### config.mk
export PLATFORM = sky130hd
export DESIGN_NAME = uvs_cordic
export DESIGN_NICKNAME = d
export VERILOG_FILES = /design/src/rtl/uvs_pkg.sv /design/src/rtl/uvs_cordic.sv
export SDC_FILE = /design/constraint.sdc
export NUM_CORES = 2
export LEC_CHECK = 0
export BUFFER_PORTS_ARGS = -buffer_cell sky130_fd_sc_hd__buf_2
export CAP_MARGIN = 20
export CORE_ASPECT_RATIO = 0.8
export CORE_MARGIN = 5
export CORE_UTILIZATION = 30
export DETAILED_ROUTE_END_ITERATION = 10
export PLACE_DENSITY = 0.5
export SETUP_SLACK_MARGIN = 0.1
export SYNTH_ARGS = -nofsm -noshare
export SYNTH_HDL_FRONTEND = slang
export SYNTH_SLANG_ARGS = --single-unit
### constraint.sdc
create_clock -name clk -period 7.1 [get_ports clk]
set_clock_uncertainty 0.15 [all_clocks]
set_input_delay 0.71 -clock clk [delete_from_list [all_inputs] [get_ports clk]]
set_output_delay 0.71 -clock clk [all_outputs]
set_load 0.01 [all_outputs]
### src/rtl/uvs_pkg.sv
// Shared types and constants for the UV sphere quad tessellator.
// No dependencies; used by every module of the block.
package uvs_pkg;

    localparam int CORDIC_MAX_STEPS = 24;
    localparam int DIV_STEPS        = 17;

    localparam logic [1:0] REG_RADIUS = 2'd0;
    localparam logic [1:0] REG_STACKS = 2'd1;
    localparam logic [1:0] REG_SLICES = 2'd2;

    // per vertex slot: bit k set when slot k steps one row / one column on
    localparam logic [5:0] ROW_STEP  = 6'b011010;
    localparam logic [5:0] COL_STEP  = 6'b110100;
    localparam logic [2:0] LAST_SLOT = 3'd5;

    typedef logic signed [17:0] trig_t;
    typedef logic signed [16:0] coord_t;

    // arctangent of 2^-k in 2^-32 turns
    function automatic logic [31:0] atan_turn(input logic [4:0] k);
        logic [31:0] res;
        case (k)
            5'd0:    res = 32'h20000000;
            5'd1:    res = 32'h12E4051E;
            5'd2:    res = 32'h09FB385B;
            5'd3:    res = 32'h051111D4;
            5'd4:    res = 32'h028B0D43;
            5'd5:    res = 32'h0145D7E1;
            5'd6:    res = 32'h00A2F61E;
            5'd7:    res = 32'h00517C55;
            5'd8:    res = 32'h0028BE53;
            5'd9:    res = 32'h00145F2F;
            5'd10:   res = 32'h000A2F98;
            5'd11:   res = 32'h000517CC;
            5'd12:   res = 32'h00028BE6;
            5'd13:   res = 32'h000145F3;
            5'd14:   res = 32'h0000A2FA;
            5'd15:   res = 32'h0000517D;
            5'd16:   res = 32'h000028BE;
            5'd17:   res = 32'h0000145F;
            5'd18:   res = 32'h00000A30;
            5'd19:   res = 32'h00000518;
            5'd20:   res = 32'h0000028C;
            5'd21:   res = 32'h00000146;
            5'd22:   res = 32'h000000A3;
            5'd23:   res = 32'h00000051;
            default: res = 32'h00000000;
        endcase
        return res;
    endfunction

endpackage

### src/rtl/uvs_cordic.sv
// Pipelined rotation-mode CORDIC: sine and cosine of a 32-bit turn fraction in Q1.16.
// Depends on uvs_pkg; one iteration a stage plus a quadrant/round stage.
module uvs_cordic
    import uvs_pkg::*;
#(
    parameter int STEPS = 16
)
(
    input  logic        clk,
    input  logic        en,
    input  logic [31:0] ang,
    output trig_t       sin_q,
    output trig_t       cos_q
);

    localparam int NS = (STEPS > CORDIC_MAX_STEPS) ? CORDIC_MAX_STEPS : STEPS;

    logic signed [33:0] x_reg    [0:NS-1];
    logic signed [33:0] y_reg    [0:NS-1];
    logic signed [32:0] z_reg    [0:NS-1];
    logic [1:0]         quad_reg [0:NS-1];

    for (genvar k = 0; k < NS; k++) begin : g_iter
        logic signed [33:0] xi;
        logic signed [33:0] yi;
        logic signed [32:0] zi;
        logic [1:0]         qi;
        logic signed [32:0] at;

        if (k == 0) begin : g_first
            assign xi = 34'sh026DD3B6A;
            assign yi = '0;
            assign zi = signed'({3'b0, ang[29:0]});
            assign qi = ang[31:30];
        end else begin : g_next
            assign xi = x_reg[k-1];
            assign yi = y_reg[k-1];
            assign zi = z_reg[k-1];
            assign qi = quad_reg[k-1];
        end

        assign at = signed'({1'b0, atan_turn(5'(k))});

        always_ff @(posedge clk)
        begin
            if (en)
            begin
                if (!zi[32])
                begin
                    x_reg[k] <= xi - (yi >>> k);
                    y_reg[k] <= yi + (xi >>> k);
                    z_reg[k] <= zi - at;
                end
                else
                begin
                    x_reg[k] <= xi + (yi >>> k);
                    y_reg[k] <= yi - (xi >>> k);
                    z_reg[k] <= zi + at;
                end
                quad_reg[k] <= qi;
            end
        end
    end

    logic signed [33:0] c_raw, s_raw, c_rnd, s_rnd;
    trig_t              sin_next, cos_next;
    trig_t              sin_reg, cos_reg;

    always_comb
    begin
        case (quad_reg[NS-1])
            2'd0:    begin c_raw = x_reg[NS-1];  s_raw = y_reg[NS-1];  end
            2'd1:    begin c_raw = -y_reg[NS-1]; s_raw = x_reg[NS-1];  end
            2'd2:    begin c_raw = -x_reg[NS-1]; s_raw = -y_reg[NS-1]; end
            default: begin c_raw = y_reg[NS-1];  s_raw = -x_reg[NS-1]; end
        endcase
        c_rnd = (c_raw + 34'sd8192) >>> 14;
        s_rnd = (s_raw + 34'sd8192) >>> 14;
        if (c_rnd > 34'sd65536)
            cos_next = 18'sd65536;
        else if (c_rnd < -34'sd65536)
            cos_next = -18'sd65536;
        else
            cos_next = 18'(c_rnd);
        if (s_rnd > 34'sd65536)
            sin_next = 18'sd65536;
        else if (s_rnd < -34'sd65536)
            sin_next = -18'sd65536;
        else
            sin_next = 18'(s_rnd);
    end

    always_ff @(posedge clk)
    begin
        if (en)
        begin
            sin_reg <= sin_next;
            cos_reg <= cos_next;
        end
    end

    assign sin_q = sin_reg;
    assign cos_q = cos_reg;

endmodule

==> impl_metrics.env <==
export IMPL_synth_net_count=14000
export IMPL_vias=93900
export IMPL_track_usage_pct=15.4
export IMPL_cts_tree="done"
export IMPL_cts_sinks=1479
export IMPL_worstHoldPathCells=1
export IMPL_clk_pin_slew_ns=0.06
export IMPL_cts_root_buf="clkbuf_16"
export IMPL_largest_reg_flops=477
export IMPL_post_route_period_util_pct=88.3
export IMPL_grt_antenna_before_repair=8
export IMPL_clock_path_buffers=4
export IMPL_status="finished clean"
export IMPL_die_x_um=722
export IMPL_setup_tns_ns=0
export IMPL_rsz0062_at_grt="no"
export IMPL_crit_path_max_fanout=12
export IMPL_grt_pass1_wl_mm=520
export IMPL_whs_ns=0.170
export IMPL_gp_congestion=0.864
export IMPL_synth_top_area_share_pct=36.5
export IMPL_cts_resized=0
export IMPL_period_minus_slack_ns=6.27
export IMPL_first_pass_iters=6
export IMPL_cts_buffers=181
export IMPL_cp_arrival_ns=6.85
export IMPL_max_freq_ghz=0.160
export IMPL_layout_area_overhead_vs_synth_pct=11.0
export IMPL_cts_setup_buffers=0
export IMPL_start_util_pct=30.1
export IMPL_io_pins=70
export IMPL_fillCellCount=41400
export IMPL_design_core_area_mm2=0.405
export IMPL_ys_flop_type="edfxtp_1"
export IMPL_synth_seq_cells=1479
export IMPL_crit_type="register to register"
export IMPL_die_area_mm2=0.419
export IMPL_grt_pass1_vias=87300
export IMPL_grt_max_degree=173
export IMPL_ys_types=104
export IMPL_synth_area_leaders="edfxtp_1 36%, ha_1 14%, xnor2_1 8.7%"
export IMPL_syn_inst=12600
export IMPL_endpoint_kind="register"
export IMPL_grt_overflow=0
export IMPL_rows=209
export IMPL_post_synth_top_area_cell="edfxtp_1"
export IMPL_min_delay_path_class="primary input to register"
export IMPL_ys_seq_area_share_pct=36.5
export IMPL_synthArstFlopShare_pct=0
export IMPL_drive_gt1_share_pct=4.80
export IMPL_slew_headroom_pct=12.9
export IMPL_maxCapViolations=0
export IMPL_avgSynthCellArea_um2=9.64
export IMPL_finalMaxSlewViolations=0
export IMPL_finalSetupViolCount=0
export IMPL_tightestPinTransition_ns=1.29
export IMPL_synth_warnings=0
export IMPL_nets=14200
export IMPL_synth_most_common_cell="edfxtp_1"
export IMPL_ys_top_cells_by_count="1,479 x edfxtp_1, 1,334 x ha_1, 1,211 x xnor2_1"
export IMPL_via_per_inst=5.12
export IMPL_reg2reg_depth=12
export IMPL_syn_area_mm2=0.122
export IMPL_drtIter0Drc=7621
export IMPL_hold_viol_final=0
export IMPL_port_buffers=69
export IMPL_htree_levels=4
export IMPL_routed_wl_mm=335
export IMPL_worstPathRequired_ns=7.68
export IMPL_dp_hpwl_mm=266
export IMPL_route_detailed_drc=0
export IMPL_crit_path_start_kind="register"
export IMPL_synth_edf_count=1479
export IMPL_dieHeight_um=580
export IMPL_clk_latency_ns=0.88
export IMPL_antenna_left=0
export IMPL_wl_per_cell_um=18.3
placed cells by master (no fill, tap or decap), drive strengths merged, types with 80 or more instances in the layout:
| master | n |
|---|---|
| clkbuf | 214 |
| o31ai | 138 |
| inv | 489 |
| ha | 1334 |
| a31oi | 100 |
| xor2 | 572 |
| nor3 | 387 |
| and3 | 127 |
| nand3 | 257 |
| a211oi | 129 |
| and2 | 87 |
| xnor2 | 1211 |
| nand2 | 766 |
| nor2 | 1069 |
| o21bai | 149 |
| mux2i | 83 |
| nand4 | 81 |
| nor4 | 80 |
| or3 | 120 |
| a21o | 453 |
| buf | 170 |
| nor2b | 189 |
| o21ai | 694 |
| nand2b | 209 |
| edfxtp | 1479 |
| o21a | 197 |
| a21oi | 1175 |
what timing repair did:
action / CTS / global route
hold buffers: 32 / 0
endpoints found under the setup margin: 0 / 0
hold endpoints to repair: 32 / 0
path summary, 6_finish.rpt:
check	end	slack (ns)	from
max	sin_q[13]$_SDFFCE_PP0P_	0.83	y_reg[1][243]$_DFFE_PP_
min	z_reg[0][165]$_DFFE_PP_	0.17	en
max reg2reg	sin_q[13]$_SDFFCE_PP0P_	0.83	y_reg[1][243]$_DFFE_PP_
min reg2reg	quad_reg[0][8]$_DFFE_PP_	0.27	quad_reg[0][6]$_DFFE_PP_
worst max-delay path: stages, from the launching register on:
cell,delay (ns)
edfxtp_1,0.37
nor4_1,1.09
and4_1,0.49
nand4_1,0.36
a21oi_1,0.26
a21oi_1,0.07
a2111oi_2,1.07
nand4_1,0.46
nor3_2,0.40
xnor2_1,0.34
nor4_1,0.65
a31oi_2,0.16
nor2_1,0.22
cell type report:
| type | instances | area (um^2) | area share (%) |
|---|---|---|---|
| sequential | 1479 | 44400 | 32.9 |
| tap | 5380 | 6730 | 4.98 |
| inverter | 482 | 1810 | 1.34 |
| antenna | 1 | 2.50 | 0.00185 |
| multi-input combinational | 10500 | 74700 | 55.3 |
| clock inverter | 114 | 1270 | 0.939 |
| timing repair buffer | 202 | 1510 | 1.12 |
| clock buffer | 214 | 4700 | 3.47 |
stage by stage:
step / area (um^2) / cells / utilization (%) / setup WS [ns]
final: 135000 / 18300 / 33.4 / 0.833
after detailed placement: 129000 / 18000 / 31.8 / 0.891
after global routing: 135000 / 18300 / 33.4 / 0.569
after floorplan: 122000 / 12600 / - / 1.25
after CTS: 135000 / 18300 / 33.4 / 1.15
after global placement: 129000 / 18000 / 31.8 / 0.908
logic make-up (layout without fill, tap and decap cells):
family	Yosys count	count (layout)	share of synthesized area [%]
adder cells (fa/ha/maj)	1372	1372	14.3
AO/OA/AOI/OAI	3598	3598	18.8
multiplexers	111	111	0.979
other	0	1	0
XOR/XNOR	1783	1783	12.8
flip-flops	1479	1479	36.5
buffers and inverters	694	1012	2.18
AND/OR/NAND/NOR	3597	3597	14.4
per-layer routing:
metal	vias up	global-route usage (%)	wire, um
met5	-	0	13
met4	2	2.61	5230
met3	283	2.38	20400
met2	2039	21.3	130000
met1	44100	24.9	179000
li1	47400	-	-
Power is left out: the tool's default activity adds up to more than one toggle a clock period on the data nets, which glitch-free logic cannot reach.
