--- src/rtl/uvs_pkg.sv ---
// Shared types and constants for the UV sphere quad tessellator.
// No dependencies; used by every module of the block.
package uvs_pkg;

    localparam int CORDIC_MAX_STEPS = 24;
    localparam int DIV_STEPS        = 17;

    localparam logic [1:0] REG_RADIUS = 2'd0;
    localparam logic [1:0] REG_STACKS = 2'd1;
    localparam logic [1:0] REG_SLICES = 2'd2;

    // per vertex slot: bit k set when slot k steps one row / one column on
    localparam logic [5:0] ROW_STEP  = 6'b011010;
    localparam logic [5:0] COL_STEP  = 6'b110100;
    localparam logic [2:0] LAST_SLOT = 3'd5;

    typedef logic signed [17:0] trig_t;
    typedef logic signed [16:0] coord_t;

    // arctangent of 2^-k in 2^-32 turns
    function automatic logic [31:0] atan_turn(input logic [4:0] k);
        logic [31:0] res;
        case (k)
            5'd0:    res = 32'h20000000;
            5'd1:    res = 32'h12E4051E;
            5'd2:    res = 32'h09FB385B;
            5'd3:    res = 32'h051111D4;
            5'd4:    res = 32'h028B0D43;
            5'd5:    res = 32'h0145D7E1;
            5'd6:    res = 32'h00A2F61E;
            5'd7:    res = 32'h00517C55;
            5'd8:    res = 32'h0028BE53;
            5'd9:    res = 32'h00145F2F;
            5'd10:   res = 32'h000A2F98;
            5'd11:   res = 32'h000517CC;
            5'd12:   res = 32'h00028BE6;
            5'd13:   res = 32'h000145F3;
            5'd14:   res = 32'h0000A2FA;
            5'd15:   res = 32'h0000517D;
            5'd16:   res = 32'h000028BE;
            5'd17:   res = 32'h0000145F;
            5'd18:   res = 32'h00000A30;
            5'd19:   res = 32'h00000518;
            5'd20:   res = 32'h0000028C;
            5'd21:   res = 32'h00000146;
            5'd22:   res = 32'h000000A3;
            5'd23:   res = 32'h00000051;
            default: res = 32'h00000000;
        endcase
        return res;
    endfunction

endpackage

--- src/rtl/uvs_div.sv ---
// Pipelined restoring divider: quot = (num*65536 + den/2) / den, one bit a stage.
// Depends on uvs_pkg.
module uvs_div
    import uvs_pkg::*;
(
    input  logic        clk,
    input  logic        en,
    input  logic [8:0]  num,
    input  logic [8:0]  den,
    output logic [16:0] quot
);

    logic [8:0]  rem_reg  [0:DIV_STEPS-1];
    logic [16:0] low_reg  [0:DIV_STEPS-1];
    logic [16:0] q_reg    [0:DIV_STEPS-1];
    logic [8:0]  den_reg  [0:DIV_STEPS-1];
    logic [24:0] dividend;

    assign dividend = {num, 16'b0} + {17'b0, den[8:1]};

    for (genvar k = 0; k < DIV_STEPS; k++) begin : g_step
        logic [8:0]  rem_in;
        logic [16:0] low_in;
        logic [16:0] q_in;
        logic [8:0]  den_in;
        logic [9:0]  trial;
        logic        ge;

        if (k == 0) begin : g_first
            assign rem_in = {1'b0, dividend[24:17]};
            assign low_in = dividend[16:0];
            assign q_in   = '0;
            assign den_in = den;
        end else begin : g_next
            assign rem_in = rem_reg[k-1];
            assign low_in = low_reg[k-1];
            assign q_in   = q_reg[k-1];
            assign den_in = den_reg[k-1];
        end

        assign trial = {rem_in, low_in[16]};
        assign ge    = trial >= {1'b0, den_in};

        always_ff @(posedge clk)
        begin
            if (en)
            begin
                rem_reg[k] <= ge ? 9'(trial - {1'b0, den_in}) : trial[8:0];
                low_reg[k] <= {low_in[15:0], 1'b0};
                q_reg[k]   <= {q_in[15:0], ge};
                den_reg[k] <= den_in;
            end
        end
    end

    assign quot = q_reg[DIV_STEPS-1];

endmodule

--- config.mk ---
export PLATFORM = sky130hd
export DESIGN_NAME = uvs_div
export DESIGN_NICKNAME = d
export VERILOG_FILES = /design/src/rtl/uvs_pkg.sv /design/src/rtl/uvs_div.sv
export SDC_FILE = /design/constraint.sdc
export NUM_CORES = 1
export LEC_CHECK = 0
export BUFFER_PORTS_ARGS = -buffer_cell sky130_fd_sc_hd__buf_2
export CORE_UTILIZATION = 65
export CTS_BUF_LIST = sky130_fd_sc_hd__clkbuf_16
export DETAILED_ROUTE_END_ITERATION = 6
export PLACE_DENSITY = 0.82
export SYNTH_ARGS = -nofsm -noshare
export SYNTH_HDL_FRONTEND = slang
export SYNTH_SLANG_ARGS = --single-unit
--- constraint.sdc ---
create_clock -name clk -period 4.1 [get_ports clk]
set_clock_uncertainty 0.1 [all_clocks]
set_input_delay 0.205 -clock clk [delete_from_list [all_inputs] [get_ports clk]]
set_output_delay 0.205 -clock clk [all_outputs]
set_load 0.05 [all_outputs]
==> results of run 1 <==
==> per-layer routing <==
layer,share of wire [%],vias to the layer above,routed length (um)
met5,0,-,0
met4,2.9,0,1150
met3,3.8,93,1490
met2,49,334,19000
met1,44,6153,17300
li1,-,6213,-
==> cells in the final DEF, fill, tap and decap left out, drive strengths merged, types with 9 or more instances in the layout <==
cell         count
o21a            23
ha             153
clkinv          19
xnor2           55
dlygate4sd3     18
or4b             9
a21oi           72
nand2b          29
nand4           14
a21boi          10
nand2           34
buf             43
nor2b           30
o31ai           18
xor2            16
a211o           11
o21ai           60
clkbuf          45
nor2           103
a211oi          18
fa              16
a21o            25
bufinv           9
inv            187
edfxtp         441
mux2i           31
mux2           108
nand3           24
nor3            15
==> worst max-delay path: stages (launching register included) <==
cell and delay (ns):
edfxtp_1 0.46, inv_1 0.09, ha_1 0.23, ha_1 0.19
nand2b_1 0.15, a211oi_1 0.30, o21ai_0 0.17, a31oi_2 0.62
mux2_2 0.41
==> power by group through the flow <==
stage / Clock (uW) / Combinational (uW) / Sequential [uW]
floorplan: 0 / 4690 / 6710
global placement: 0 / 5600 / 6920
detailed placement: 0 / 5800 / 6930
CTS: 4280 / 5890 / 6860
global route: 4460 / 6540 / 6940
finish: 4220 / 5920 / 6850
==> Yosys cell counts, types with 4 or more instances <==
| master | number | area share [%] |
|---|---|---|
| a21o_1 | 25 | 0.86 |
| nand4_1 | 14 | 0.40 |
| fa_1 | 16 | 1.5 |
| o22ai_1 | 8 | 0.23 |
| o2111ai_1 | 5 | 0.20 |
| and2_1 | 5 | 0.14 |
| nand2_1 | 34 | 0.58 |
| a21oi_1 | 72 | 1.6 |
| o211ai_1 | 6 | 0.21 |
| a31oi_1 | 4 | 0.11 |
| edfxtp_1 | 441 | 60 |
| ha_1 | 153 | 8.7 |
| nor2b_1 | 30 | 0.86 |
| a31o_2 | 4 | 0.16 |
| inv_1 | 184 | 3.1 |
| o21ai_0 | 57 | 1.3 |
| or4b_2 | 9 | 0.41 |
| o41ai_1 | 4 | 0.16 |
| o211a_1 | 7 | 0.32 |
| mux2_2 | 108 | 5.5 |
| and3_1 | 5 | 0.14 |
| a21boi_0 | 10 | 0.34 |
| a211oi_1 | 17 | 0.58 |
| nand3b_1 | 5 | 0.17 |
| o31ai_1 | 14 | 0.48 |
| o21a_1 | 23 | 0.79 |
| xnor2_1 | 55 | 2.2 |
| or4_1 | 6 | 0.21 |
| o31a_1 | 6 | 0.24 |
| a211o_1 | 11 | 0.44 |
| xor2_1 | 16 | 0.64 |
| nor3_1 | 15 | 0.34 |
| nand3_1 | 24 | 0.55 |
| mux2i_1 | 31 | 1.4 |
| nand2b_1 | 29 | 0.83 |
| o31ai_4 | 4 | 0.39 |
| nor2_1 | 103 | 1.8 |
| a311oi_1 | 4 | 0.16 |
==> worst paths after layout <==
path	start	end	slack, ns	cells after the start
hold reg to reg	q_reg[10][0]$_DFFE_PP_	q_reg[11][1]$_DFFE_PP_	0.31	0
setup / recovery	den_reg[0][19]$_DFFE_PP_	rem_reg[0][32]$_DFFE_PP_	1.11	8
hold / removal	en	rem_reg[0][76]$_DFFE_PP_	0.09	1
setup reg to reg	den_reg[0][19]$_DFFE_PP_	rem_reg[0][32]$_DFFE_PP_	1.11	8
==> logic make-up (layout without fill, tap and decap cells) <==
kind of cell,count (synthesis),in the layout,share of synthesized area [%]
compound gates,308,308,9.88
xor+xnor,71,71,2.83
fa+ha+maj,169,169,10.2
buf+inv,188,325,3.22
flops,441,441,60.3
mux,139,139,6.96
simple gates,285,285,6.58
==> cell type report <==
type | count | area share, %
Sequential cell | 441 | 54.1
Multi-Input combinational cell | 972 | 32.7
Clock inverter | 35 | 1.66
Clock buffer | 45 | 4.60
Timing Repair Buffer | 61 | 1.88
Inverter | 184 | 2.82
Tap cell | 442 | 2.26
==> through the flow <==
step	hold WS, ns	utilization (%)	cell area, um2	cells
final	0.0936	74.5	24500	2180
after global routing	0.137	74.5	24500	2180
after CTS	0.132	74.5	24500	2180
after detailed placement	0.303	69.3	22800	2082
after global placement	0.301	69.3	22800	2082
after floorplan	0.204	-	21900	1601
==> what timing repair did <==
item | in CTS | in global routing
gates resized for setup | 0 | 0
hold buffers | 18 | 0
endpoints found under the hold margin | 18 | 0
==> results by stage, run 1 <==
Outcome:
- The flow ran to the end, and the final reports show no timing, DRC or antenna violations.

Floorplanning:
- From bottom edge to top edge, the die measures 186 um.
- Once the floorplan was initialized, standard cells occupied between 60% and 70% of the core.
- The floorplan die area is between 0.03 and 0.04 mm2.
- The horizontal extent of the die is about 190 um.
- The placement row count is 66.
- After floorplanning, the core was sized to cover 0.0329 mm2.
- The I/O pin count is 37.

Detailed routing:
- The first-pass detailed-route iteration total is 6.
- The via count is 12800.
- The remaining antenna violation count is 0.
- Dividing the detail-routed wire length by the instance count gives about 18 um.
- After the first detailed-routing iteration, the DRC count stood at 857.
- The final layout contains routed wiring with a total length of 38900 um.
- The vias per cell is around 5.9.
- The DRC violation count after routing is 0.

Critical path:
- Data arrives at the worst endpoint at between 3 and 4 ns.
- The startpoint kind of the worst setup timing path is a register.
- Data on the critical path is required at its endpoint by 4.27 ns.
- The endpoint type of the worst setup path is a register.
- Along the worst path, the maximum fanout reaches 10.
- The critical path is of the reg -> reg type.

Placement:
- Timing analysis after detailed placement gives a worst setup slack of ~1.3 ns.
- The placed wire-length estimate is approximately 27000 um.
- The weighted congestion reported at the end of routability-driven placement is 0.917.
- The count of input and output buffers is 36.

Yosys:
- Yosys printed 0 warnings.
- The post-synthesis instance area is approximately 0.022 mm2.
- A synthesized cell averages 13.7 um2.
- In the synthesized netlist the async set-or-reset flop fraction comes to 0%.
- Synthesis produced a netlist whose cell count is about 1600.
- The net count after synthesis is 1790.
- The flop and latch count out of synthesis is 441.
- The number of different library cells used by synthesis comes to 60.
- The number of enable-type register cells in the synthesized netlist is roughly 440.
- Of the synthesized area, sequential elements account for between 60% and 70%.
- The most used flip-flop cell after synthesis is edfxtp_1.

Global routing:
- The fraction of met2 tracks used by global routing is roughly two fifths.
- The first global-routing pass estimated between 60000 and 70000 um of wire.
- The total overflow reported by the global router is 0.
- The via count of the first global-routing pass is 12600.
- The met3 usage in global routing is approximately 3.2%.
- The largest net degree at the start of global routing is 114.
- The number of antenna violations at the first check in global routing is 0.
- For met1 alone, demand over resource in global routing was a little under a third.
- For this run, the total global-route usage over all layers was measured as around a quarter.
- The layer with the highest usage after global routing is met2.

Finish:
- Compared with the post-synthesis result, the final layout area differs by 11.5%.
- The number of flip-flops in the largest register is approximately 150.
- The final antenna diode count is 0.
- The share of layout cells above drive strength 1 is approximately 14%.
- The number of fill cells is between 2000 and 2500.
- The sequential cells in the finished layout cover a total of 0.0132 mm2.
- In the final layout, the multi-input gates occupy 0.00800 mm2.
- The final layout contains between 1500 and 2000 nets.

STA:
- The clock period could shrink to 2.99 ns.
- The headroom to the max-slew limit is between 40% and 50%.
- The share of the clock period used by the worst path after layout is 73.0%.
- The top achievable clock speed is ~330 MHz.
- The transition time at the pin with the least slew margin is 0.786 ns.
- The setup slack after layout is 1.11 ns.
- The number of setup violations in the final report is 0.
- The total count of max-transition violations in the final report is 0.
- The final count of hold timing violations is 0.
- Setup repair after global routing left no endpoint under its margin.
- The setup total negative slack is 0 ns.

Clock network:
- The number of buffers added by the clock tree synthesis step is 44.
- The total number of H-tree levels is 2.
- The maximum count of clock buffers along a single path is 3.
- At the later pin of the worst-skew pair, clock insertion delay measures about 0.54 ns.
- The TritonCTS clock tree is built.
- Clock-pin slew was measured on the worst setup and hold paths at roughly 0.06 ns.
- The number of sinks on the clock net is about 440.
- The number of setup buffers added after CTS is 0.
- The cell sitting at the root of the clock tree is a clkbuf_16.

Power and ir drop:
- The cell internal power dissipation is 11700 uW.
- VDD sags by at most 0.403 mV.
- The switching power of the nets is ~5200 uW.
- Total power for the finished layout comes to 17000 uW.
- Of the total power, the share spent switching nets is a little under a third.
- The power per cell area is ~700 mW/mm2.
- Combinational cells account for about a third of the total power.
- The sequential share of power is 40.3%.
- In this run the static leakage power is around 0.0097 uW.
- The part of the total power dissipated in the clock network is approximately 25%.

Run:
- Across the run, the number of max-cap violations was 0.

Min path:
- The worst hold path belongs to the class in -> reg.
No activity file was read; power rests on OpenSTA's default activity.
==> run 2: changes to the inputs <==
--- a/config.mk
+++ b/config.mk
@@ -6,10 +6,10 @@
 export NUM_CORES = 1
 export LEC_CHECK = 0
 export BUFFER_PORTS_ARGS = -buffer_cell sky130_fd_sc_hd__buf_2
-export CORE_UTILIZATION = 65
+export CORE_UTILIZATION = 57
 export CTS_BUF_LIST = sky130_fd_sc_hd__clkbuf_16
 export DETAILED_ROUTE_END_ITERATION = 6
-export PLACE_DENSITY = 0.82
+export PLACE_DENSITY = 0.76
 export SYNTH_ARGS = -nofsm -noshare
 export SYNTH_HDL_FRONTEND = slang
 export SYNTH_SLANG_ARGS = --single-unit
==> constraint.sdc (replaced) <==
create_clock -name clk -period 2.7 [get_ports clk]
set_clock_uncertainty 0.1 [all_clocks]
set_input_delay 0.135 -clock clk [delete_from_list [all_inputs] [get_ports clk]]
set_output_delay 0.135 -clock clk [all_outputs]
set_load 0.05 [all_outputs]
==> run 2 against run 1 <==
  * Critical path depth grew 3
  * Hold slack improved by 0.099 ns
  * First-iteration DRC count rose by 4.1%
  * Power grew 55%
  * Global-route usage fell by 2.8 points
  * Clock-buffer cell count unchanged
  * Cell count rose by 5.2%
  * Clock power up 50%
  * Via count is 0.17% higher
  * Sequential power rose by 52%
  * Sequential share of layout area decreased by 1.2 points
==> results by stage, run 2 (synthesis results as in run 1) <==
Outcome:
- The flow ran to the end, and the final reports show no timing, DRC or antenna violations.

Power and ir drop:
- VDD sags by at most 0.489 mV.
- For this design the static power due to leakage is 0.00993 uW.
- The power per cell area is between 1000 and 1500 mW/mm2.

Finish:
- The total number of nets in the final design is about 1900.
- The number of fill cells is ~2600.
- The area growth from synthesis to layout is 14.1%.
- The library cells used most frequently in the layout, excluding fill and tap cells, are 441 x edfxtp_1, 188 x inv_1, 152 x ha_1.
- The register with the most flip-flops in the layout has around 150 of them.
- The repair_antennas step left the layout with diodes totalling 0.
- The filler-free cell count of the finished design is between 2000 and 2500.
- Leaving out fill and tap cells, the most frequent cell in the layout is edfxtp_1.
- Cells with a size suffix above 1 make up approximately 17% of the layout.
- The summed area of non-filler cells in the final layout is 0.0250 mm2.

Clock network:
- The total number of H-tree levels is 2.
- The clock reaches the later pin of the worst-skew pair after 0.57 ns.
- The tree is rooted in a clkbuf_16.
- Counting the buffers created by CTS gives between 40 and 50.
- In this run the deepest clock path goes through 3 buffers.
- The number of sinks on the clock net is around 440.
- The TritonCTS clock tree is built.
- Clock-pin slew was measured on the worst setup and hold paths at approximately 0.060 ns.

Critical path:
- On the critical path the largest part of the delay comes from compound AO/OA/AOI/OAI gates.
- Walking the worst path, the cells encountered are inv_2, ha_1, inv_1, fa_2, a21o_1, a31o_2, a21oi_2, buf_4, o31ai_4, buf_12, mux2_4.
- The cell with the largest stage delay on the worst path is edfxtp_1.
- Of all nets on the critical path, the largest fanout is 8.
- The worst setup path category is reg -> reg.
- Counting both buffers and inverters, the worst setup path holds a total of 4.
- Data on the critical path arrives at its endpoint at ~2.9 ns.
- The worst setup path is launched from a register.
- The data required time of the worst path is 2.91 ns.
- Setup slack on the worst reg-to-reg path comes out at between 0.04 and 0.05 ns.
- In this design, the stage delay of the slowest critical-path cell is around 0.4 ns.
- The endpoint type of the worst setup path is a register.

Placement:
- At the placement stage, the worst setup path has a slack of -0.0118 ns.
- The HPWL after detailed placement is ~27000 um.
- The number of placed instances, taps included, is roughly 2200.
- The congestion estimate from routability-driven global placement came to about 0.90.
- The placed instances occupy a cell area of 0.0231 mm2.
- The count of input and output buffers is 36.

STA:
- The final count of hold timing violations came to 0.
- The tightest hold path in the finished design has a slack of 0.193 ns.
- Once routing completed, OpenROAD measured the worst setup slack at 0.0457 ns.
- The setup total negative slack is 0 ns.
- Headroom to the max-slew limit came out at between 40% and 50%.
- The number of setup violations in the final report is 0.
- At the pin with the least slew margin, the transition time is roughly 0.82 ns.
- Subtracting the final worst setup slack from the clock period gives roughly 2.7 ns.
- Of the available clock period, the critical path in the final layout requires 98.3%.
- The total count of max-transition violations in the final report is 0.
- Setup repair after global routing could not meet its margin everywhere.
- Timing would allow up to approximately 380 MHz.

Floorplanning:
- After floorplanning, the core was divided into a little over 70 placement rows.
- The floorplan die area is just under 0.04 mm2.
- The die is ~200 um tall.
- The horizontal extent of the die is 198 um.
- The core region area is between 0.03 and 0.04 mm2.
- 37 I/O pins were placed.
- Once the floorplan was initialized, standard cells occupied between 50% and 60% of the core.

Global routing:
- The global-route wire length before repair is roughly 64000 um.
- The number of antenna violations at the first check in global routing is 0.
- The overall routing resource usage is 20.5%.
- After global routing the overflow that remains totals 0.
- In the global route stage, met1 resource usage came out at between 20% and 30%.
- In this run the most used layer during global routing was met2.
- Global routing used under 10% of the available met3 tracks.
- The fraction of met2 tracks used by global routing is 34.7%.
- The largest net degree at the start of global routing is 120.
- The via count of the first global-routing pass is about 13000.

Detailed routing:
- The first-pass detailed-route iteration total is 5.
- The remaining antenna violation count is 0.
- After detailed routing, the number of remaining DRC violations is 0.
- The vias per cell is between 5 and 6.
- After detailed routing, the total wire length is between 30000 and 40000 um.
- Summing over every cut layer, the via total after detailed routing is 12800.
- Dividing the detail-routed wire length by the instance count gives about 17 um.
- The first routing iteration left just under 900 violations.

Min path:
- The type of the tightest min-delay check is in -> reg.

Run:
- The reported max-cap violation count is 0.
## run 2: power breakdown
part / internal (uW) / switching (uW) / total [uW]
clock network: 3800 / 2530 / 6340
logic: 4770 / 4880 / 9650
registers: 9580 / 779 / 10400
## run 2: worst paths after layout
check	from	end	cells after the start
worst max-delay path	den_reg[0][120]$_DFFE_PP_	rem_reg[0][127]$_DFFE_PP_	11
worst min-delay path	den[2]	den_reg[0][2]$_DFFE_PP_	2
worst max register to register	den_reg[0][120]$_DFFE_PP_	rem_reg[0][127]$_DFFE_PP_	11
worst min register to register	q_reg[15][9]$_DFFE_PP_	q_reg[16][10]$_DFFE_PP_	0
## run 2: per-layer routing
layer	vias to the layer above	wire, um
li1	6306	-
met1	6190	17700
met2	250	19100
met3	69	1510
met4	0	969
met5	-	0
## run 2: cell type report
| class | instances | area (um2) | share of cell area, % |
|---|---|---|---|
| multi-input combinational | 975 | 8130 | 32.5 |
| clock inverter | 37 | 387 | 1.54 |
| timing repair buffer | 101 | 817 | 3.26 |
| sequential | 441 | 13200 | 52.9 |
| inverter | 184 | 691 | 2.76 |
| clock buffer | 45 | 1130 | 4.50 |
| tap | 511 | 639 | 2.55 |
## run 2: timing repair
| item | 4_1_cts | 5_1_grt |
|---|---|---|
| endpoints found under the hold margin | 36 | 0 |
| hold buffers | 19 | 0 |
| pin swaps | 2 | 9 |
| gates resized for setup | 2 | 25 |
| gates cloned | 2 | 1 |
| endpoints found under the setup margin | 17 | 98 |
| buffers inserted | 0 | 10 |
## run 2: per-stage QoR
step / utilization (%) / total power, uW
after floorplan: - / 17300
after global placement: 61.2 / 19300
after detailed placement: 61.2 / 19600
after CTS: 65.8 / 26200
after global routing: 66.3 / 27900
final: 66.3 / 26300
## run 2: worst reg2reg max path, cell delays in order (launching register included)
cell,delay [ns]
edfxtp_1,0.40
inv_2,0.08
ha_1,0.15
inv_1,0.05
fa_2,0.35
a21o_1,0.20
a31o_2,0.26
a21oi_2,0.13
buf_4,0.14
o31ai_4,0.08
buf_12,0.17
mux2_4,0.30
